<file path="src/hdl/htm_pkg.sv">
package htm_pkg;

  localparam int GAMMA_INDEX_BITS_DEF = 10;
  localparam int MAPPED_FRAC_BITS_DEF = 16;
  // remainder width of the Reinhard divider: denominator below 2^48, doubled
  localparam int DIV_W = 49;

  localparam logic [2:0] VIEW_RGBA  = 3'd0;
  localparam logic [2:0] VIEW_RGB   = 3'd1;
  localparam logic [2:0] VIEW_RED   = 3'd2;
  localparam logic [2:0] VIEW_GREEN = 3'd3;
  localparam logic [2:0] VIEW_BLUE  = 3'd4;
  localparam logic [2:0] VIEW_ALPHA = 3'd5;

  localparam logic [1:0] FLG_NONE = 2'd0;
  localparam logic [1:0] FLG_ZERO = 2'd1;
  localparam logic [1:0] FLG_FULL = 2'd2;
  localparam logic [1:0] FLG_SAT  = 2'd3;

  typedef struct packed {
    logic [31:0] red_bits;
    logic [31:0] green_bits;
    logic [31:0] blue_bits;
    logic [31:0] alpha_bits;
  } pix_in_t;

  typedef struct packed {
    logic [7:0] red_out;
    logic [7:0] green_out;
    logic [7:0] blue_out;
    logic [7:0] alpha_out;
  } pix_out_t;

  // v^11 * 32^g <= i^5 * 255^11, exact
  function automatic logic gamma_fits(input int v, input int i, input int g);
    logic [191:0] lhs;
    logic [191:0] rhs;
    lhs = 192'd1;
    rhs = 192'd1;
    for (int n = 0; n < 11; n++) begin
      lhs = lhs * 192'(v);
      rhs = rhs * 192'd255;
    end
    lhs = lhs << (5 * g);
    for (int n = 0; n < 5; n++) begin
      rhs = rhs * 192'(i);
    end
    return lhs <= rhs;
  endfunction

  // largest byte v with (v/255)^2.2 <= i/2^g
  function automatic logic [7:0] gamma_entry(input int i, input int g);
    int v;
    v = 0;
    for (int b = 7; b >= 0; b--) begin
      if (gamma_fits(v | (1 << b), i, g)) v = v | (1 << b);
    end
    return 8'(v);
  endfunction

endpackage

</file>
<file path="src/hdl/htm_alpha_lane.sv">
module htm_alpha_lane #(
  parameter int DEPTH = htm_pkg::MAPPED_FRAC_BITS_DEF + 2
) (
  input  logic        clk,
  input  logic        en,
  input  logic [31:0] bits_i,
  output logic [7:0]  byte_o
);
  import htm_pkg::*;

  logic [7:0]  expb;
  logic [22:0] frac;
  logic [23:0] sig;
  logic [7:0]  kexp;
  logic [31:0] prod;
  logic [31:0] shifted;
  logic [7:0]  val;

  assign expb    = bits_i[30:23];
  assign frac    = bits_i[22:0];
  assign sig     = {|expb, frac};
  assign kexp    = (expb != 8'd0) ? (8'd150 - expb) : 8'd149;
  assign prod    = 32'(sig) * 32'd255;
  assign shifted = prod >> kexp[5:0];

  always_comb begin
    if ((expb == 8'hFF) && (frac != 23'd0)) begin
      val = 8'd0;
    end else if (bits_i[31]) begin
      val = 8'd0;
    end else if (expb >= 8'd127) begin
      val = 8'd255;
    end else if (kexp >= 8'd40) begin
      val = 8'd0;
    end else begin
      val = shifted[7:0];
    end
  end

  // match the color lanes
  logic [7:0] dly_r [DEPTH];

  always_ff @(posedge clk) begin
    if (en) begin
      dly_r[0] <= val;
      for (int d = 1; d < DEPTH; d++) dly_r[d] <= dly_r[d-1];
    end
  end

  assign byte_o = dly_r[DEPTH-1];

endmodule

</file>
<file path="config.mk">
export PLATFORM = sky130hd
export DESIGN_NAME = htm_alpha_lane
export DESIGN_NICKNAME = d
export VERILOG_FILES = /design/src/hdl/htm_pkg.sv /design/src/hdl/htm_alpha_lane.sv
export SDC_FILE = /design/constraint.sdc
export NUM_CORES = 1
export LEC_CHECK = 0
export ABC_AREA = 1
export ABC_CLOCK_PERIOD_IN_PS = 13400
export BUFFER_PORTS_ARGS = -buffer_cell sky130_fd_sc_hd__buf_2
export CAP_MARGIN = 20
export CORE_MARGIN = 5
export CORE_UTILIZATION = 55
export DETAILED_ROUTE_END_ITERATION = 10
export HOLD_SLACK_MARGIN = 0.08
export PLACE_DENSITY = 0.72
export SETUP_SLACK_MARGIN = 0.1
export SYNTH_ARGS = -nofsm -noshare
export SYNTH_HDL_FRONTEND = slang
export SYNTH_SLANG_ARGS = --single-unit
export TNS_END_PERCENT = 50
</file>
<file path="constraint.sdc">
create_clock -name clk -period 13.4 [get_ports clk]
set_clock_uncertainty 0.15 [all_clocks]
set_input_delay 0 -clock clk [delete_from_list [all_inputs] [get_ports clk]]
set_output_delay 0 -clock clk [all_outputs]
set_load 0.01 [all_outputs]
</file>
Word-level counts from Yosys, hierarchy flattened. Memory sizes are Yosys's and may differ from the RTL's. Index checks and enable logic that the tools add are counted.

Register bits: 0. Bits in read-only memories: 0. Output and inout port bits: 8. Bits in latches: 0. Memories kept: 1. RAM bits: 144. Input port bits: 34.

Shift operators: 1. Add/subtract/negate cells: 1. Div/mod/pow operators: 0. Multiply operators: 1. $lt $le $gt $ge: 2. Bitwise logic cells: 0. Reductions and logical operators: 4. Equal/unequal tests: 1. Muxes and demuxes: 7.

Memory list: dly_r (words 18, width 8, rd ports 18, clocked after Yosys merged registers in 0, write ports 18, line htm_alpha_lane.sv:41) `logic [7:0] dly_r [DEPTH];`.

Operator list (count): $mux 8 (5); $mul 24x8->32 const B (1); $shr 32x6->8 (1); $reduce_bool 23->1 (1); $eq 8x8->1 const B (1); $ge 8x6->1 const B (1); $ge 8x7->1 const B (1); $reduce_bool 8->1 (1); $reduce_or 8->1 (1); $sub 8x8->8 const A (1); $mux 1 (2); $logic_and 1x1->1 (1).

Depth between registers and ports, before layout. Gate-level depths: netlist of the first run.

Word-level depth: 7. Depth in mapped cells: 31. Mapped depth without buffers: 31.

Worst setup path after synthesis of the first run. OpenSTA, ideal clock, no wires.

Path type: input port to flip-flop. Start: in bits_i[23]. End: mem dly_r[0][0], data pin. Required time: 12.973 ns. Path slack: 8.731 ns. Path buffers: 0. Stages on the path: 27. Setup time: 0.277 ns. Arrival: 4.242 ns. Cells stage by stage: inv_1 > ha_1 > nand2_1 > nor2_1 > nand3_2 > inv_2 > fa_1 > fa_1 > fa_1 > inv_1 > fa_1 > ha_1 > nand2_1 > nor2_1 > nand2_1 > nor2_1 > nand2_1 > nand4_1 > nand3_1 > nand2_1 > nand2_1 > nand3_1 > nand3_1 > nand2_1 > nand2_1 > nand2_1 > a21oi_1.

RTL lines: from (decl) (line htm_alpha_lane.sv:6) `input logic [31:0] bits_i,`; to (decl) (line htm_alpha_lane.sv:41).

==> results of run 1 <==
worst max-delay path: cells and delay by family:
kind | cells | cell delay (ns)
fa+ha+maj | 5 | 2.32
simple gates | 17 | 1.78
buf+inv | 6 | 1.62
compound gates | 1 | 0.06
per-stage QoR:
| step | util, % | instance area (um2) | worst slack (ns) | instances | hold WS [ns] |
|---|---|---|---|---|---|
| detailed placement | 58.0 | 11700 | 8.10 | 1518 | 0.255 |
| floorplan | - | 11200 | 8.73 | 1223 | -0.0375 |
| global route | 61.4 | 12400 | 7.20 | 1554 | 0.271 |
| CTS | 61.4 | 12400 | 7.66 | 1554 | 0.235 |
| finish | 61.4 | 12400 | 7.61 | 1554 | 0.255 |
| global placement | 58.0 | 11700 | 8.14 | 1518 | 0.251 |
kinds of logic after synthesis:
family / synth area share [%]
compound gates: 2.21
xor+xnor: 0.780
fa+ha+maj: 26.7
buf+inv: 9.44
flops: 38.5
simple gates: 22.3
metal layers:
| layer | global-route usage (%) | vias up | wire length [um] |
|---|---|---|---|
| li1 | - | 3985 | - |
| met1 | 29.2 | 3729 | 10500 |
| met2 | 30.6 | 185 | 9910 |
| met3 | 4.27 | 25 | 1330 |
| met4 | 4.54 | 2 | 272 |
| met5 | 0 | - | 13 |
layout make-up:
| class | count | area [um2] | share of cell area, % |
|---|---|---|---|
| tap | 270 | 338 | 2.73 |
| sequential | 144 | 4320 | 34.9 |
| timing repair buffer | 48 | 274 | 2.21 |
| clock inverter | 14 | 219 | 1.77 |
| inverter | 254 | 953 | 7.70 |
| multi-input combinational | 806 | 5840 | 47.2 |
| clock buffer | 18 | 429 | 3.47 |
how the worst max path moves through the flow:
stage	end	slack (ns)	cells after the start
after floorplan	dly_r[0][0]	8.73	27
final	dly_r[0][3]	7.61	29
after detailed placement	dly_r[0][0]	8.10	28
after global placement	dly_r[0][0]	8.14	28
after CTS	dly_r[0][3]	7.66	29
after global routing	dly_r[0][3]	7.20	29
synth_stat cells (2+ instances only):
| library cell | count | area (um2) |
|---|---|---|
| o21ai_1 | 3 | 15.0 |
| o211ai_1 | 4 | 30.0 |
| inv_1 | 248 | 931 |
| nor3_1 | 3 | 15.0 |
| xnor2_1 | 3 | 26.3 |
| nand3_1 | 175 | 876 |
| a21oi_1 | 32 | 160 |
| nand4_1 | 11 | 68.8 |
| xor2_1 | 7 | 61.3 |
| fa_1 | 110 | 2200 |
| ha_1 | 64 | 801 |
| o21bai_1 | 2 | 15.0 |
| nand3b_1 | 6 | 45.0 |
| o21ai_0 | 4 | 20.0 |
| buf_4 | 3 | 22.5 |
| nand3_2 | 3 | 30.0 |
| buf_2 | 13 | 65.1 |
| edfxtp_1 | 144 | 4320 |
| inv_2 | 6 | 22.5 |
| nor2_1 | 45 | 169 |
| or2_2 | 3 | 18.8 |
| nand2_1 | 323 | 1210 |
==> impl_metrics.tcl, run 1 <==
set metrics [dict create \
    status "complete, no violations" \
    grt_use_total_pct 19.8 \
    hold_path_depth 0 \
    critPathCaptureType "flop" \
    viasPerCell 5.10 \
    antenna_found_initial 1 \
    avgRoutedWirePerCell_um 14.2 \
    drc 0 \
    rsz0062_at_grt "no" \
    numCtsBuffers 17 \
    drt_wl_total_um 22000 \
    hp-class "flop to flop" \
    slowest_stage "dlygate4sd3_1" \
    final_layout_size_suffix_gt1_share_pct 7.01 \
    drtIter0Drc 525 \
    post_cts_buffers 0 \
    worstPathArrival_ns 5.79 \
    tns_ns 0 \
    drv_cap 0 \
    ctsRootBufferMaster "clkbuf_16" \
    hold_viol 0 \
    slowest_delay_ns 0.59 \
    synthArstFlopShare_pct 0 \
    hold_end "dly_r[10][6]" \
    cp_common_cell "nand2_1" \
    fp.dieH_um 153 \
    crit_type "primary input to flop" \
    nets 1479 \
    htree_levels 4 \
    cts_tree "done" \
    cp-startpoint "bits_i[30]" \
    final_cell_mix "nand2_1, inv_1, nand3_1" \
    fp.coreArea_um2 20200 \
    relSlewSlack_pct 35.4 \
    diodes 0 \
    grt_max_degree 84 \
    grt_pass1_vias 7891 \
    crit_fanout 6 \
    rows 52 \
    gp_congestion 0.914 \
    ys_seq_area_share_pct 38.5 \
    yosysWarningCount 0 \
    min_from "dly_r[9][6]" \
    synthDistinctLibCells 33 \
    grt-ovfl-total 0 \
    period_minus_slack_ns 5.79 \
    syn_avg_cell_area_um2 9.18 \
    rr_worst_depth 0 \
    num_io_pins 42 \
    reg.largest.list "dly_r x144" \
    regToRegSetupSlack_ns 12.55 \
    r2r-end "dly_r[1][6]" \
    num_vias 7926 \
    cts_buffer_depth 2 \
    setup_viol 0 \
    worst_pin_slew_ns 0.970 \
    antenna_left 0 \
    crit_path_start_kind "primary input" \
    cts-resized-gates 0 \
    clk_latency_ns 0.41 \
    synth_edf_count 144 \
    area_delta_synth_final_pct 10.3 \
    fillers 1761 \
    synth_fp_nets 1431 \
    clock-sinks 144 \
    grt_pass1_wl_um 37700 \
    clk_pin_slew_worst_paths_ns 0.05 \
    hpwl_um 17900 \
    max_freq_ghz 0.173 \
    worstPathRequired_ns 13.41 \
    synthesis.area_um2 11200 \
    drv_slew 0 \
    largest_reg_flops 144 \
    initial_utilization_pct 55.7 \
    fin_crit_sh_pct 43.2 \
    dominantRegCellSynth "edfxtp_1" \
    portBuffers 41 \
    synthCells 1223 \
    ys_ff_latch 144 \
    reg2reg_from "dly_r[0][6]" \
    holdBufCountCts 4 \
    die_x_um 153 \
    final_common_cell "nand2_1" \
    dr.pass1.iters 5 \
    dieArea_um2 23400 \
    largest-register "dly_r" \
]
Power of run 1 is left out: the tool's default activity adds up to more than one toggle a clock period on the data nets, which glitch-free logic cannot reach.
==> inputs of run 2 (changes only) <==
ABC_CLOCK_PERIOD_IN_PS = 5600   (was 13400)
clock period = 5.6 ns   (was 13.4 ns; I/O delays follow)
==> run 2 against run 1 <==
Net effect: cell count rose by 0.32%; sequential share of layout area fell by 0.34 points; highest routed layer is now met4; critical endpoint unchanged; global-route usage rose by 0.62 points; flip-flop and latch count did not move.
==> impl_metrics.tcl, run 2 (synthesis results as in run 1) <==
set metrics [dict create \
    drv_slew 0 \
    status "complete, no violations" \
    relSlewSlack_pct 31.4 \
    final_common_cell "nand2_1" \
    viasPerCell 5.17 \
    initial_utilization_pct 55.7 \
    dieArea_um2 23400 \
    nets 1484 \
    reg.largest.list "dly_r x144" \
    max_freq_ghz 0.206 \
    dr.pass1.iters 5 \
    setup_viol 0 \
    clk_latency_ns 0.41 \
    largest_reg_flops 144 \
    drt_wl_total_um 22800 \
    period_minus_slack_ns 4.85 \
    hpwl_um 18200 \
    clk_pin_slew_worst_paths_ns 0.06 \
    num_vias 8054 \
    die_x_um 153 \
    drtIter0Drc 502 \
    portBuffers 41 \
    antenna_found_initial 0 \
    critPathCaptureType "flop" \
    cts_buffer_depth 2 \
    ctsRootBufferMaster "clkbuf_16" \
    worst_pin_slew_ns 1.03 \
    drc 0 \
    clock-sinks 144 \
    fp.coreArea_um2 20200 \
    hp-class "primary input to flop" \
    diodes 0 \
    num_io_pins 42 \
    numCtsBuffers 17 \
    gp_congestion 0.934 \
    rows 52 \
    rsz0062_at_grt "no" \
    crit_type "primary input to flop" \
    grt_use_total_pct 20.4 \
    largest-register "dly_r" \
    final_cell_mix "nand2_1, inv_1, nand3_1" \
    final_layout_size_suffix_gt1_share_pct 9.15 \
    grt_max_degree 84 \
    avgRoutedWirePerCell_um 14.6 \
    grt_pass1_vias 7988 \
    worstPathRequired_ns 5.58 \
    grt-ovfl-total 0 \
    cts_tree "done" \
    drv_cap 0 \
    area_delta_synth_final_pct 11.3 \
    fp.dieH_um 153 \
    crit_path_start_kind "primary input" \
    fin_crit_sh_pct 86.7 \
    antenna_left 0 \
    hold_viol 0 \
    grt_pass1_wl_um 38600 \
    worstPathArrival_ns 4.83 \
    crit_fanout 5 \
    htree_levels 4 \
    tns_ns 0 \
]
==> run 2: final timing paths <==
path,endpoint,startpoint,cells after the start,slack [ns]
setup / recovery,dly_r[0][3],bits_i[30],28,0.75
hold / removal,dly_r[0][3],bits_i[28],6,0.25
setup reg to reg,dly_r[1][3],dly_r[0][3],0,4.74
hold reg to reg,dly_r[15][3],dly_r[14][3],0,0.26
==> run 2: cell type report <==
cell class | instances | area [um2]
Clock inverter | 13 | 168
Clock buffer | 19 | 433
Timing Repair Buffer | 53 | 309
Tap cell | 270 | 338
Inverter | 254 | 953
Sequential cell | 144 | 4320
Multi-Input combinational cell | 806 | 5980
Fill cell | 1732 | 7670
==> run 2: repair_timing <==
action	CTS	global route
resized for setup	0	32
hold endpoints to repair	69	0
setup endpoints to repair	0	1
setup buffers	0	5
hold buffers	4	0
==> run 2: stage by stage <==
stage	setup slack [ns]	cells	utilization [%]	area, um2	hold WS (ns)
2_1_floorplan	0.931	1223	-	11200	-0.0375
3_3_place_gp	0.669	1519	58.0	11700	0.250
3_5_place_dp	0.629	1519	58.0	11700	0.255
4_1_cts	0.192	1555	61.2	12300	0.228
5_1_grt	0.390	1559	62.0	12500	0.269
6_report	0.745	1559	62.0	12500	0.252
==> run 2: layer usage <==
metal	vias to the layer above	track usage, %	routed length, um
li1	3994	-	-
met1	3822	30.2	10800
met2	219	32.5	10500
met3	19	3.42	1220
met4	0	4.16	288
met5	-	0	0
==> run 2: worst max-delay path: stages <==
cell and delay (ns):
dlygate4sd3_1 0.52, buf_2 0.13, inv_2 0.08, nand2_1 0.05, nor2_1 0.12, nand3_2 0.09, inv_2 0.09, fa_1 0.43
fa_1 0.51, fa_1 0.54, inv_1 0.05, fa_1 0.49, ha_4 0.35, nand2_4 0.07, nor2_4 0.11, and2_4 0.16
nand3_1 0.12, nand2_1 0.13, nand2_2 0.08, nand3_4 0.10, buf_4 0.13, nor2_1 0.03, a21oi_1 0.15, nand2_1 0.07
nand2_1 0.06, nand2_1 0.05, nand2_1 0.06, a21oi_1 0.06
Power of run 2 is left out for the same reason.
