## config.mk

```make
export PLATFORM = sky130hd
export DESIGN_NAME = htm_view_merge
export DESIGN_NICKNAME = d
export VERILOG_FILES = /design/src/hdl/htm_pkg.sv /design/src/hdl/htm_view_merge.sv
export SDC_FILE = /design/constraint.sdc
export NUM_CORES = 1
export LEC_CHECK = 0
export ABC_AREA = 1
export BUFFER_PORTS_ARGS = -buffer_cell sky130_fd_sc_hd__buf_2
export CAP_MARGIN = 10
export CORE_MARGIN = 10
export CORE_UTILIZATION = 52
export DETAILED_ROUTE_END_ITERATION = 8
export HOLD_SLACK_MARGIN = 0.08
export PLACE_DENSITY_LB_ADDON = 0.1
export SYNTH_ARGS = -nofsm -noshare
export SYNTH_HDL_FRONTEND = slang
export SYNTH_SLANG_ARGS = --single-unit
```

## constraint.sdc

```tcl
create_clock -name clk -period 3 [get_ports clk]
set_clock_uncertainty 0.1 [all_clocks]
set_input_delay 0.45 -clock clk [delete_from_list [all_inputs] [get_ports clk]]
set_output_delay 0.45 -clock clk [all_outputs]
set_load 0.05 [all_outputs]
```

## src/hdl/htm_pkg.sv

```systemverilog
package htm_pkg;

  localparam int GAMMA_INDEX_BITS_DEF = 10;
  localparam int MAPPED_FRAC_BITS_DEF = 16;
  // remainder width of the Reinhard divider: denominator below 2^48, doubled
  localparam int DIV_W = 49;

  localparam logic [2:0] VIEW_RGBA  = 3'd0;
  localparam logic [2:0] VIEW_RGB   = 3'd1;
  localparam logic [2:0] VIEW_RED   = 3'd2;
  localparam logic [2:0] VIEW_GREEN = 3'd3;
  localparam logic [2:0] VIEW_BLUE  = 3'd4;
  localparam logic [2:0] VIEW_ALPHA = 3'd5;

  localparam logic [1:0] FLG_NONE = 2'd0;
  localparam logic [1:0] FLG_ZERO = 2'd1;
  localparam logic [1:0] FLG_FULL = 2'd2;
  localparam logic [1:0] FLG_SAT  = 2'd3;

  typedef struct packed {
    logic [31:0] red_bits;
    logic [31:0] green_bits;
    logic [31:0] blue_bits;
    logic [31:0] alpha_bits;
  } pix_in_t;

  typedef struct packed {
    logic [7:0] red_out;
    logic [7:0] green_out;
    logic [7:0] blue_out;
    logic [7:0] alpha_out;
  } pix_out_t;

  // v^11 * 32^g <= i^5 * 255^11, exact
  function automatic logic gamma_fits(input int v, input int i, input int g);
    logic [191:0] lhs;
    logic [191:0] rhs;
    lhs = 192'd1;
    rhs = 192'd1;
    for (int n = 0; n < 11; n++) begin
      lhs = lhs * 192'(v);
      rhs = rhs * 192'd255;
    end
    lhs = lhs << (5 * g);
    for (int n = 0; n < 5; n++) begin
      rhs = rhs * 192'(i);
    end
    return lhs <= rhs;
  endfunction

  // largest byte v with (v/255)^2.2 <= i/2^g
  function automatic logic [7:0] gamma_entry(input int i, input int g);
    int v;
    v = 0;
    for (int b = 7; b >= 0; b--) begin
      if (gamma_fits(v | (1 << b), i, g)) v = v | (1 << b);
    end
    return 8'(v);
  endfunction

endpackage

```

## src/hdl/htm_view_merge.sv

```systemverilog
module htm_view_merge (
  input  logic              clk,
  input  logic              rst_n,
  input  logic              en,
  input  logic              vld_i,
  input  logic [2:0]        view_i,
  input  htm_pkg::pix_out_t pix_i,
  output logic              vld_o,
  output htm_pkg::pix_out_t pix_o
);
  import htm_pkg::*;

  pix_out_t pix_nxt;
  pix_out_t pix_r;
  logic     vld_r;

  always_comb begin
    pix_nxt = pix_i;
    case (view_i)
      VIEW_RGB:   pix_nxt.alpha_out = 8'd255;
      VIEW_RED:   pix_nxt = '{pix_i.red_out, pix_i.red_out, pix_i.red_out, 8'd255};
      VIEW_GREEN: pix_nxt = '{pix_i.green_out, pix_i.green_out, pix_i.green_out, 8'd255};
      VIEW_BLUE:  pix_nxt = '{pix_i.blue_out, pix_i.blue_out, pix_i.blue_out, 8'd255};
      VIEW_ALPHA: pix_nxt = '{pix_i.alpha_out, pix_i.alpha_out, pix_i.alpha_out, 8'd255};
      default:    pix_nxt = pix_i;
    endcase
  end

  always_ff @(posedge clk) begin
    if (!rst_n) begin
      vld_r <= 1'b0;
    end else if (en) begin
      vld_r <= vld_i;
    end
  end

  always_ff @(posedge clk) begin
    if (en) pix_r <= pix_nxt;
  end

  assign vld_o = vld_r;
  assign pix_o = pix_r;

endmodule

```

### Yosys cells after proc, flatten, opt, wreduce, memory -nomap -nowiden

Index checks and enable logic that the tools add are counted.

* bits in registers: 33
* bits of input ports: 39
* logic and storage cells: 12
* output and inout port bits: 33

* reductions and logical operators: 1
* muxes and demuxes: 1
* eq/ne operators: 5

Operators with widths (number)
* $pmux 24 s4: 1
* $eq 3x2->1 const B: 2
* $eq 3x3->1 const B: 2
* $reduce_or 5->1: 1
* $eq 3x1->1 const B: 1

### Depth between registers and ports, before layout

Gate-level depths: netlist of run 1.

* word-level depth: 2
* gate-level depth with buffers: 7
* mapped depth without buffers: 5

### Worst setup path before layout of run 1

No wires, ideal clock.

* path kind: input to register
* from: input view_i[1]
* to: register pix_r (netlist bit pix_o[12]) (data pin)
* arrival time: 1.129 ns
* path slack: 1.511 ns
* path buffers: 2
* data required time: 2.640 ns
* stages: 6
* setup time: 0.260 ns
* cell sequence: buf_6 > nor2_4 > nand2_4 > buf_6 > nand4_1 > nand2_1

RTL lines
* start: declaration: RTL line htm_view_merge.sv:6 `input logic [2:0] view_i,`
* end signal: assignment: RTL line htm_view_merge.sv:38 `if (en) pix_r <= pix_nxt;`
* end: declaration: RTL line htm_view_merge.sv:14 `pix_out_t pix_r;`

==> key figures, run 1 <==
Timing
  • Final Critical Period: 1.66 ns
  • Max-slew violations: 0
  • Final Hold Vio Count: 0
  • Worst-Margin Slew: 0.701 ns
  • Max-slew headroom: 53.3%
  • Fmax: 601 MHz
  • Setup TNS: 0 ns
  • Final setup vio count: 0
  • Final Cycle Share: 55.4%
  • RSZ-0062 raised after global routing: false

Synth
  • Ys flop type: edfxtp_1
  • Synth Area per Inst: 10.1 um^2
  • Yosys warning total: 0
  • Yosys reg bits: 33
  • EDFF count, synth: 32
  • Largest area contributor in the netlist: edfxtp_1
  • Top-count cell post-synth: nand4_1
  • Post-Syn Instances: 178
  • Yosys top cell area share: 53.6%
  • Area contributors post-synth: edfxtp_1, nand4_1, nand2_1
  • Post-synth ARST share: 0%
  • Synth cell types: 20
  • Synthesized cell area: 0.00179 mm^2
  • Syn nets: 217
  • Commonest cells post-synth: nand4_1, nand2_1, edfxtp_1, inv_1
  • Sequential-to-total area share from yosys stat: 54.7%

Worst setup path
  • Setup crit start kind: input port
  • Worst path slowest cell: nand3_2
  • CP Class: in -> reg
  • Slowest cell delay on critical path: 0.50 ns
  • Delay-heaviest family, CP: simple AND/OR/NAND/NOR gates
  • R2R setup slack: 2.25 ns
  • WP data required: 2.98 ns
  • CP Buf/Inv Count: 1
  • CP Capture Type: flip-flop
  • Critical path, cell by cell: buf_2 -> nand3_2 -> nand4_1 -> nand2_1
  • Crit path DAT: 1.64 ns
  • CP Max Fanout: 24

Clocking
  • Post-CTS Setup Bufs: 0
  • TritonCTS Sinks: 33
  • Clock buffer depth: 2
  • Clock slew at reported path FFs: 0.10 ns
  • CTS tree: built
  • Cts repair resizes: 0
  • Hold Buf Count CTS: 0
  • Worst-Skew Late Latency: 0.33 ns
  • Root buffer cell: clkbuf_4
  • H-tree depth: 2
  • CTS buffer count: 5

Floorplanning
  • Core area: 0.00334 mm^2
  • Io pins: 72
  • Area of the die: 0.00620 mm^2
  • Die X-Extent: 78.7 um
  • Die Span Y: 78.7 um
  • Initial Util: 53.8%
  • Number of core rows: 21

Status
  • Status: finished, final reports clean

Routing
  • First DRT Iteration DRCs: 132
  • WL/cell: 15.0 um
  • Routed wire length: 4340 um
  • # DRC: 0
  • Drt via density: 5.40
  • Vias: 1565
  • ANT nets after route: 0
  • DR pass1 iterations: 7

Global routing
  • Global-route wire length before repair: 7010 um
  • Number of global-route vias before repair: 1512
  • Initial antenna violation count: 0
  • Total gr overflow: 0
  • Total GRT Usage: 13.7%
  • Largest net degree at the start of global routing: 35

Layout
  • Layout cell share with drive strength beyond 1: 41.0%
  • Antenna cells: 0
  • Nets: 282
  • P&R area growth vs syn: 20.4%
  • Non-Filler Instances: 290

Power
  • Pwr/cell area: 542 mW/mm^2
  • Gate power share: 31.0%
  • Net Sw Power: 436 uW
  • P_leak: 0.00105 uW
  • Peak VDD IR: 0.000247 V
  • Flop pwr share: 49.0%
  • Sw Ratio: 37.2%
  • Clk pwr share: 20.1%
  • Int Pwr: 735 uW

Min path
  • Hold Crit Class: in -> reg

Place
  • Port bufs: 71
  • HPWL Detailed: 3230 um
  • Gpl congestion: 0.812
  • Placed cell count: 282

Run
  • Max-capacitance violation count: 0
## worst reg2reg max path, cell delays in order (launching register included)
cell and delay [ns]:
dfxtp_1 0.32, o21ai_0 0.16, a21oi_1 0.05
## layout make-up
type	count	area, um^2
clock inverter	2	10.0
clock buffer	6	41.3
tap	46	57.6
multi-input combinational	120	664
timing repair buffer	71	355
inverter	12	50.0
fill	294	1180
sequential	33	981
## per-stage QoR
step	worst slack [ns]	hold WS (ns)	total power (uW)	instance area, um^2	util (%)
2_1_floorplan	1.51	0.443	858	1790	-
3_3_place_gp	1.03	0.423	947	2110	63.2
3_5_place_dp	1.00	0.432	948	2110	63.2
4_1_cts	1.36	0.233	1180	2160	64.7
5_1_grt	1.19	0.241	1220	2160	64.7
6_report	1.34	0.232	1170	2160	64.7
## state kept, by name, indices dropped and copies added (netlist names)
register and cells:
vld_o 1, pix_o 32
## path summary, 6_finish.rpt
check,to,start,cells past startpoint
worst max register to register,vld_o$_SDFFE_PN0P_,vld_o$_SDFFE_PN0P_,2
worst min register to register,vld_o$_SDFFE_PN0P_,vld_o$_SDFFE_PN0P_,2
worst min-delay path,vld_o$_SDFFE_PN0P_,vld_i,3
worst max-delay path,pix_o[21]$_DFFE_PP_,view_i[0],4
## per-layer routing
metal  GRT usage (%)  vias up  wire [um]
met5               0        -          0
met4            5.02        0         63
met3            6.42       10        432
met2            23.0       72       2080
met1            14.9      699       1770
li1                -      784          -
## cells in the final DEF (no fill, tap or decap), drive strengths merged
| cell type | count |
|---|---|
| buf | 71 |
| nand2 | 51 |
| nand4 | 48 |
| edfxtp | 32 |
| inv | 12 |
| nand3 | 9 |
| nor2 | 9 |
| clkbuf | 6 |
| clkinv | 2 |
| a21oi | 2 |
| o21ai | 1 |
| dfxtp | 1 |
## power groups by stage
stage	clock network (uW)	registers [uW]	logic, uW
floorplan	0	760	98.4
global placement	0	584	363
detailed placement	0	585	364
CTS	237	574	365
global route	255	578	388
finish	235	574	363
## logic make-up after synthesis
logic type | after synthesis | share of synthesized area [%]
AO/OA/AOI/OAI | 3 | 1.46
buffers and inverters | 25 | 8.30
flip-flops | 33 | 54.7
AND/OR/NAND/NOR | 117 | 35.6
No activity file was read; power rests on OpenSTA's default activity.
==> inputs of run 2 (changes only) <==
--- a/config.mk
+++ b/config.mk
@@ -9,7 +9,7 @@
 export BUFFER_PORTS_ARGS = -buffer_cell sky130_fd_sc_hd__buf_2
 export CAP_MARGIN = 10
 export CORE_MARGIN = 10
-export CORE_UTILIZATION = 52
+export CORE_UTILIZATION = 48
 export DETAILED_ROUTE_END_ITERATION = 8
 export HOLD_SLACK_MARGIN = 0.08
 export PLACE_DENSITY_LB_ADDON = 0.1
==> constraint.sdc (replaced) <==
create_clock -name clk -period 1.6 [get_ports clk]
set_clock_uncertainty 0.1 [all_clocks]
set_input_delay 0.24 -clock clk [delete_from_list [all_inputs] [get_ports clk]]
set_output_delay 0.24 -clock clk [all_outputs]
set_load 0.05 [all_outputs]
==> run 2 against run 1 <==
Final cell count up 4.5%. Clock power rose to 2.7 times the previous value. Flip-flop and latch count unchanged.
==> key figures, run 2 (synthesis results as in run 1) <==
Global routing
  • Largest net degree at the start of global routing: 22 (-37%)
  • Number of global-route vias before repair: 1507 (-0.33%)
  • Total gr overflow: 0 (unchanged)
  • Global-route wire length before repair: 7080 um (+0.98%)
  • Initial antenna violation count: 0 (unchanged)
  • Total GRT Usage: 13.5% (-0.22 points)

Min path
  • Worst Hold End: vld_o$_SDFFE_PN0P_
  • Hold Crit Class: in -> reg
  • Hold depth: 3 (unchanged)
  • Worst hold start: vld_i

Timing
  • Worst-Margin Slew: 0.349 ns (-0.352 ns)
  • Max-slew violations: 0 (unchanged)
  • Final Critical Period: 1.26 ns
  • Max-slew headroom: 76.7% (+23 points)
  • Setup TNS: 0 ns (unchanged)
  • Fmax: 791 MHz
  • RSZ-0062 raised after global routing: false
  • Final Hold Vio Count: 0 (unchanged)
  • Final setup margin: 0.336 ns (-1.00 ns)
  • Final setup vio count: 0 (unchanged)
  • Final Cycle Share: 79.0%

Floorplanning
  • Io pins: 72 (unchanged)
  • Area of the die: 0.00658 mm^2 (+6.2%)
  • Number of core rows: 22 (+4.8%)
  • Die Span Y: 81.1 um (+3.0%)
  • Initial Util: 49.4% (-4.4 points)
  • Die X-Extent: 81.1 um (+3.0%)
  • Core area: 0.00363 mm^2 (+8.9%)

Place
  • Gpl congestion: 0.900 (+11%)
  • Dpl ws: 0.0590 ns (-0.942 ns)
  • HPWL Detailed: 3620 um (+12%)
  • Port bufs: 71 (unchanged)

Routing
  • ANT nets after route: 0 (unchanged)
  • # DRC: 0 (unchanged)
  • First DRT Iteration DRCs: 92 (-30%)
  • Drt via density: 5.13 (-4.9%)
  • DR pass1 iterations: 4 (-3)
  • Vias: 1555 (-0.64%)
  • WL/cell: 15.1 um (+0.82%)
  • Routed wire length: 4570 um (+5.3%)

Clocking
  • Worst-Skew Late Latency: 0.27 ns (-0.06 ns)
  • Root buffer cell: clkbuf_8
  • TritonCTS Sinks: 33 (unchanged)
  • Clock slew at reported path FFs: 0.06 ns (-0.04 ns)
  • Hold Buf Count CTS: 0 (unchanged)
  • CTS tree: built
  • H-tree depth: 2 (unchanged)
  • Clock buffer depth: 2 (unchanged)
  • Post-CTS Setup Bufs: 0 (unchanged)
  • Cts repair resizes: 0 (unchanged)
  • CTS buffer count: 5 (unchanged)

Worst setup path
  • Worst path slowest cell: a21oi_4
  • CP Max Fanout: 17 (-29%)
  • Delay-heaviest family, CP: buffers and inverters
  • Most used cell, CP: nand2_4
  • CP Class: in -> reg
  • R2r worst-path depth: 2 (unchanged)
  • Slowest cell delay on critical path: 0.30 ns (-0.20 ns)
  • R2R setup slack: 0.85 ns (-1.40 ns)
  • R2R Path End: vld_o$_SDFFE_PN0P_
  • Critical path, cell by cell: buf_2 -> inv_4 -> nand2_4 -> nand2_4 -> a21oi_4 -> nand2_2
  • CP Capture Type: flip-flop
  • Setup crit start kind: input port
  • Worst r2r src: vld_o$_SDFFE_PN0P_
  • CP Buf/Inv Count: 2 (+1)
  • Crit path DAT: 1.18 ns (-0.46 ns)
  • WP data required: 1.52 ns (-1.46 ns)

Layout
  • Commonest non-fill, non-tap cell in the layout: buf_2
  • P&R area growth vs syn: 28.0%
  • Storage cell area: 981 um^2 (unchanged)
  • Area of the multi-input gates: 664 um^2 (unchanged)
  • Layout cell share with drive strength beyond 1: 43.1% (+2.2 points)
  • Nets: 293 (+3.9%)
  • Most frequent cells in the layout: buf_2, nand4_1, nand2_1
  • Max reg flops: 32 (unchanged)
  • Antenna cells: 0 (unchanged)
  • Fillers: 332 (+13%)

Power
  • Net Sw Power: 825 uW (+89%)
  • Pwr/cell area: 1050 mW/mm^2 (+93%)
  • Gate power share: 29.4% (-1.6 points)
  • Peak VDD IR: 0.000468 V (+90%)
  • Sw Ratio: 34.3% (-3.0 points)
  • P_leak: 0.00112 uW (+6.6%)
  • Int Pwr: 1580 uW (+120%)
  • Clk pwr share: 25.9% (+5.8 points)
  • Flop pwr share: 44.7% (-4.3 points)

Run
  • Max-capacitance violation count: 0 (unchanged)

Status
  • Status: finished, final reports clean
[run 2: cell count changes in the layout (fill, tap and decap cells not counted), sizes merged]
cell    before  now
buf         71   82
clkbuf       6    8
clkinv       2    0
[run 2: cell type report]
cell class / count / share of cell area (%)
clock buffers: 8 / 3.92
inverters: 12 / 2.18
well taps: 48 / 2.62
flip-flops and latches: 33 / 42.7
multi-input cells: 120 / 28.9
repair buffers: 82 / 19.6
[run 2: stage by stage]
stage / utilization (%) / instances / hold WS (ns) / instance area, um^2 / power [uW]
global placement: 60.7 / 295 / 0.376 / 2210 / 1800
floorplan: - / 178 / 0.233 / 1790 / 1610
detailed placement: 60.7 / 295 / 0.382 / 2210 / 1810
global route: 63.2 / 303 / 0.101 / 2300 / 2520
finish: 63.2 / 303 / 0.0934 / 2300 / 2410
CTS: 63.2 / 303 / 0.0867 / 2300 / 2430
[run 2: worst max-delay path by stage]
stage / from / endpoint / depth (start not counted) / slack, ns
2_1_floorplan: view_i[1] / pix_o[12]$_DFFE_PP_ / 6 / 0.32
3_3_place_gp: view_i[1] / pix_o[3]$_SDFFCE_PP1P_ / 6 / 0.08
3_5_place_dp: view_i[1] / pix_o[12]$_DFFE_PP_ / 6 / 0.06
4_1_cts: view_i[2] / pix_o[2]$_SDFFCE_PP1P_ / 6 / 0.35
5_1_grt: view_i[1] / pix_o[28]$_DFFE_PP_ / 6 / 0.28
6_report: view_i[2] / pix_o[2]$_SDFFCE_PP1P_ / 6 / 0.34
[run 2: metal layers]
metal	wire length, um	GRT usage [%]	up-vias
met2	2220	22.4	53
met1	1890	15.6	692
met3	424	4.97	5
met5	0	0	-
met4	45	5.19	0
li1	-	-	805
[run 2: power by group through the flow]
stage	logic [uW]	registers (uW)	clock network, uW
6_report	707	1080	624
5_1_grt	750	1090	683
2_1_floorplan	184	1420	0
3_3_place_gp	705	1090	0
4_1_cts	710	1080	643
3_5_place_dp	709	1100	0
[run 2: worst min-delay path: stages]
cell and delay (ns):
buf_2 0.09, inv_1 0.04, a21oi_1 0.05
==> inputs of run 3 (changes only) <==
--- a/config.mk
+++ b/config.mk
@@ -5,11 +5,11 @@
 export SDC_FILE = /design/constraint.sdc
 export NUM_CORES = 1
 export LEC_CHECK = 0
-export ABC_AREA = 1
+export ABC_AREA = 0
 export BUFFER_PORTS_ARGS = -buffer_cell sky130_fd_sc_hd__buf_2
 export CAP_MARGIN = 10
 export CORE_MARGIN = 10
-export CORE_UTILIZATION = 48
+export CORE_UTILIZATION = 49
 export DETAILED_ROUTE_END_ITERATION = 8
 export HOLD_SLACK_MARGIN = 0.08
 export PLACE_DENSITY_LB_ADDON = 0.1
==> constraint.sdc (replaced) <==
create_clock -name clk -period 1.3 [get_ports clk]
set_clock_uncertainty 0.1 [all_clocks]
set_input_delay 0.195 -clock clk [delete_from_list [all_inputs] [get_ports clk]]
set_output_delay 0.195 -clock clk [all_outputs]
set_load 0.05 [all_outputs]
==> run 3 against run 2 <==
Global-route usage grew 2.0 points. Final cell count grew 2.6%. Die area increased by 4.2%. Flip-flop and latch count stayed put.
==> key figures, run 3 <==
Clocking
  • TritonCTS Sinks: 33 (unchanged)
  • Worst-Skew Late Latency: 0.28 ns (about the same)
  • Clock buffer depth: 2 (unchanged)
  • Clock slew at reported path FFs: 0.07 ns (about the same)
  • H-tree depth: 2 (unchanged)
  • CTS tree: built
  • Root buffer cell: clkbuf_8
  • Post-CTS Setup Bufs: 0 (unchanged)
  • CTS buffer count: 5 (unchanged)

Synth
  • Top-count cell post-synth: edfxtp_1
  • Synth Area per Inst: 11.1 um^2 (+10%)
  • Yosys top cell area share: 49.7% (-3.8 points)
  • Sequential-to-total area share from yosys stat: 50.7% (-3.9 points)
  • Yosys warning total: 0 (unchanged)
  • Yosys reg bits: 33 (unchanged)
  • Ys flop type: edfxtp_1
  • EDFF count, synth: 32 (unchanged)
  • Post-Syn Instances: 174 (-2.2%)
  • Syn nets: 213 (-1.8%)
  • Commonest cells post-synth: edfxtp_1, nand2_1, o211ai_1
  • Area contributors post-synth: edfxtp_1, o211ai_1, mux2i_1
  • Post-synth ARST share: 0% (unchanged)
  • Synthesized cell area: 0.00193 mm^2 (+7.7%)
  • Largest area contributor in the netlist: edfxtp_1
  • Synth cell types: 25 (+25%)

Worst setup path
  • Setup crit start kind: flip-flop
  • CP Class: reg -> out
  • CP Buf/Inv Count: 1 (-1)
  • Slowest cell delay on critical path: 0.41 ns (+0.11 ns)
  • Crit path DAT: 0.92 ns (-0.26 ns)
  • Delay-heaviest family, CP: flip-flops
  • Worst path slowest cell: edfxtp_1
  • CP Capture Type: primary output
  • R2R Path End: vld_o$_SDFFE_PN0P_
  • R2r worst-path depth: 2 (unchanged)
  • R2R setup slack: 0.61 ns (-0.24 ns)
  • CP Max Fanout: 1 (-16)
  • WP data required: 1.00 ns (-0.52 ns)
  • Critical path, cell by cell: buf_2
  • Worst r2r src: vld_o$_SDFFE_PN0P_

Floorplanning
  • Number of core rows: 22 (unchanged)
  • Die X-Extent: 82.8 um (+2.1%)
  • Core area: 0.00374 mm^2 (+3.0%)
  • Die Span Y: 82.8 um (+2.1%)
  • Initial Util: 51.6% (+2.3 points)
  • Io pins: 72 (unchanged)
  • Area of the die: 0.00686 mm^2 (+4.2%)

Routing
  • Drt via density: 5.65 (+10%)
  • ANT nets after route: 0 (unchanged)
  • # DRC: 0 (unchanged)
  • WL/cell: 17.5 um (+16%)
  • Routed wire length: 5450 um (+19%)
  • First DRT Iteration DRCs: 188 (+100%)
  • Vias: 1757 (+13%)
  • DR pass1 iterations: 4 (unchanged)

Layout
  • Nets: 301 (+2.7%)
  • P&R area growth vs syn: 31.3%
  • Layout cell share with drive strength beyond 1: 46.0% (+2.9 points)
  • Fin util: 67.8% (+4.6 points)
  • Most frequent cells in the layout: buf_2, edfxtp_1, nand2_1
  • Max reg flops: 32 (unchanged)
  • Final instance area: 0.00254 mm^2 (+11%)
  • Commonest non-fill, non-tap cell in the layout: buf_2
  • Antenna cells: 0 (unchanged)

Timing
  • Worst-Margin Slew: 0.443 ns (+0.0948 ns)
  • Fmax: 823 MHz
  • Hold WS: 0.0914 ns (-0.00203 ns)
  • Final setup vio count: 0 (unchanged)
  • Final Cycle Share: 93.4%
  • Max-slew violations: 0 (unchanged)
  • Max-slew headroom: 70.3% (-6.4 points)
  • Final Critical Period: 1.21 ns
  • RSZ-0062 raised after global routing: false
  • Final Hold Vio Count: 0 (unchanged)

Global routing
  • Total gr overflow: 0 (unchanged)
  • Global-route wire length before repair: 9010 um (+27%)
  • Total GRT Usage: 15.5% (+2.0 points)
  • Number of global-route vias before repair: 1857 (+23%)
  • Met1 GRT Util: 18.2% (+2.6 points)
  • Largest net degree at the start of global routing: 27 (+23%)
  • Initial antenna violation count: 0 (unchanged)
  • GR peak layer: met2
  • Met2 Use GR: 24.7% (+2.3 points)
  • M3 GR Usage: 6.74% (+1.8 points)

Place
  • Placed cell area: 0.00243 mm^2 (+10%)
  • Gpl congestion: 0.782 (-13%)
  • HPWL Detailed: 4140 um (+14%)
  • Port bufs: 71 (unchanged)

Min path
  • Hold Crit Class: in -> reg
  • Worst hold start: pix_i[3]
  • Hold depth: 2 (-1)
  • Worst Hold End: pix_o[3]$_SDFFCE_PP1P_

Power
  • Peak VDD IR: 0.000913 V (+95%)
  • Pwr/cell area: 1170 mW/mm^2 (+12%)
  • P_leak: 0.00107 uW (-4.0%)

Status
  • Status: finished, final reports clean

Run
  • Max-capacitance violation count: 0 (unchanged)
run 3: cell count changes in the layout (fill, tap and decap cells not counted), sizes merged, moves of 9 or more:
cell and delta:
mux2i +9, nand4 -48, nand2 -27, o21a +9
o211ai +16
run 3: kinds of logic (layout without fill, tap and decap cells):
group | Yosys count | after routing | synth area share, %
mux | 17 | 17 | 9.32
buf+inv | 21 | 110 | 5.89
compound gates | 51 | 51 | 20.5
flops | 33 | 33 | 50.7
simple gates | 52 | 52 | 13.6
run 3: layout make-up:
| cell class | count | area [um^2] |
|---|---|---|
| repair buffers | 92 | 533 |
| clock inverters | 2 | 10.0 |
| well taps | 48 | 60.1 |
| inverters | 10 | 37.5 |
| multi-input cells | 120 | 843 |
| clock buffers | 6 | 72.6 |
| fillers | 296 | 1210 |
| flip-flops and latches | 33 | 981 |
run 3: power breakdown:
group          switching, uW  internal [uW]  total, uW
Sequential              24.1           1290       1320
Combinational            647            281        928
Clock                    364            371        734
Total                   1040           1940       2980
run 3: through the flow:
step / setup TNS (ns) / worst slack (ns) / power [uW] / std cells
2_1_floorplan: 0 / 0.0768 / 1970 / 174
3_3_place_gp: -7.59 / -0.300 / 2240 / 301
3_5_place_dp: -8.83 / -0.361 / 2260 / 301
4_1_cts: 0 / 0.0330 / 2990 / 311
5_1_grt: 0 / 0.0177 / 3120 / 311
6_report: 0 / 0.0852 / 2980 / 311
run 3: metal layers:
metal	part of all wire (%)	wire [um]	vias to the layer above
li1	-	-	838
met1	39	2140	807
met2	49	2660	102
met3	11	574	10
met4	1.4	76	0
met5	0	0	-
run 3: how the worst max path moves through the flow:
stage,to,start,slack [ns],depth (start not counted)
finish,pix_o[13],pix_o[13]$_DFFE_PP_,0.09,1
global route,pix_o[11]$_DFFE_PP_,view_i[0],0.02,5
detailed placement,pix_o[8]$_DFFE_PP_,view_i[0],-0.36,4
floorplan,pix_o[0]$_SDFFCE_PP1P_,view_i[1],0.08,4
global placement,pix_o[26]$_DFFE_PP_,view_i[0],-0.30,4
CTS,pix_o[12]$_DFFE_PP_,view_i[1],0.03,4
run 3: what timing repair did:
action,4_1_cts,5_1_grt
hold buffers,2,0
resized for setup,1,2
endpoints found under the hold margin,1,0
setup endpoints to repair,13,22
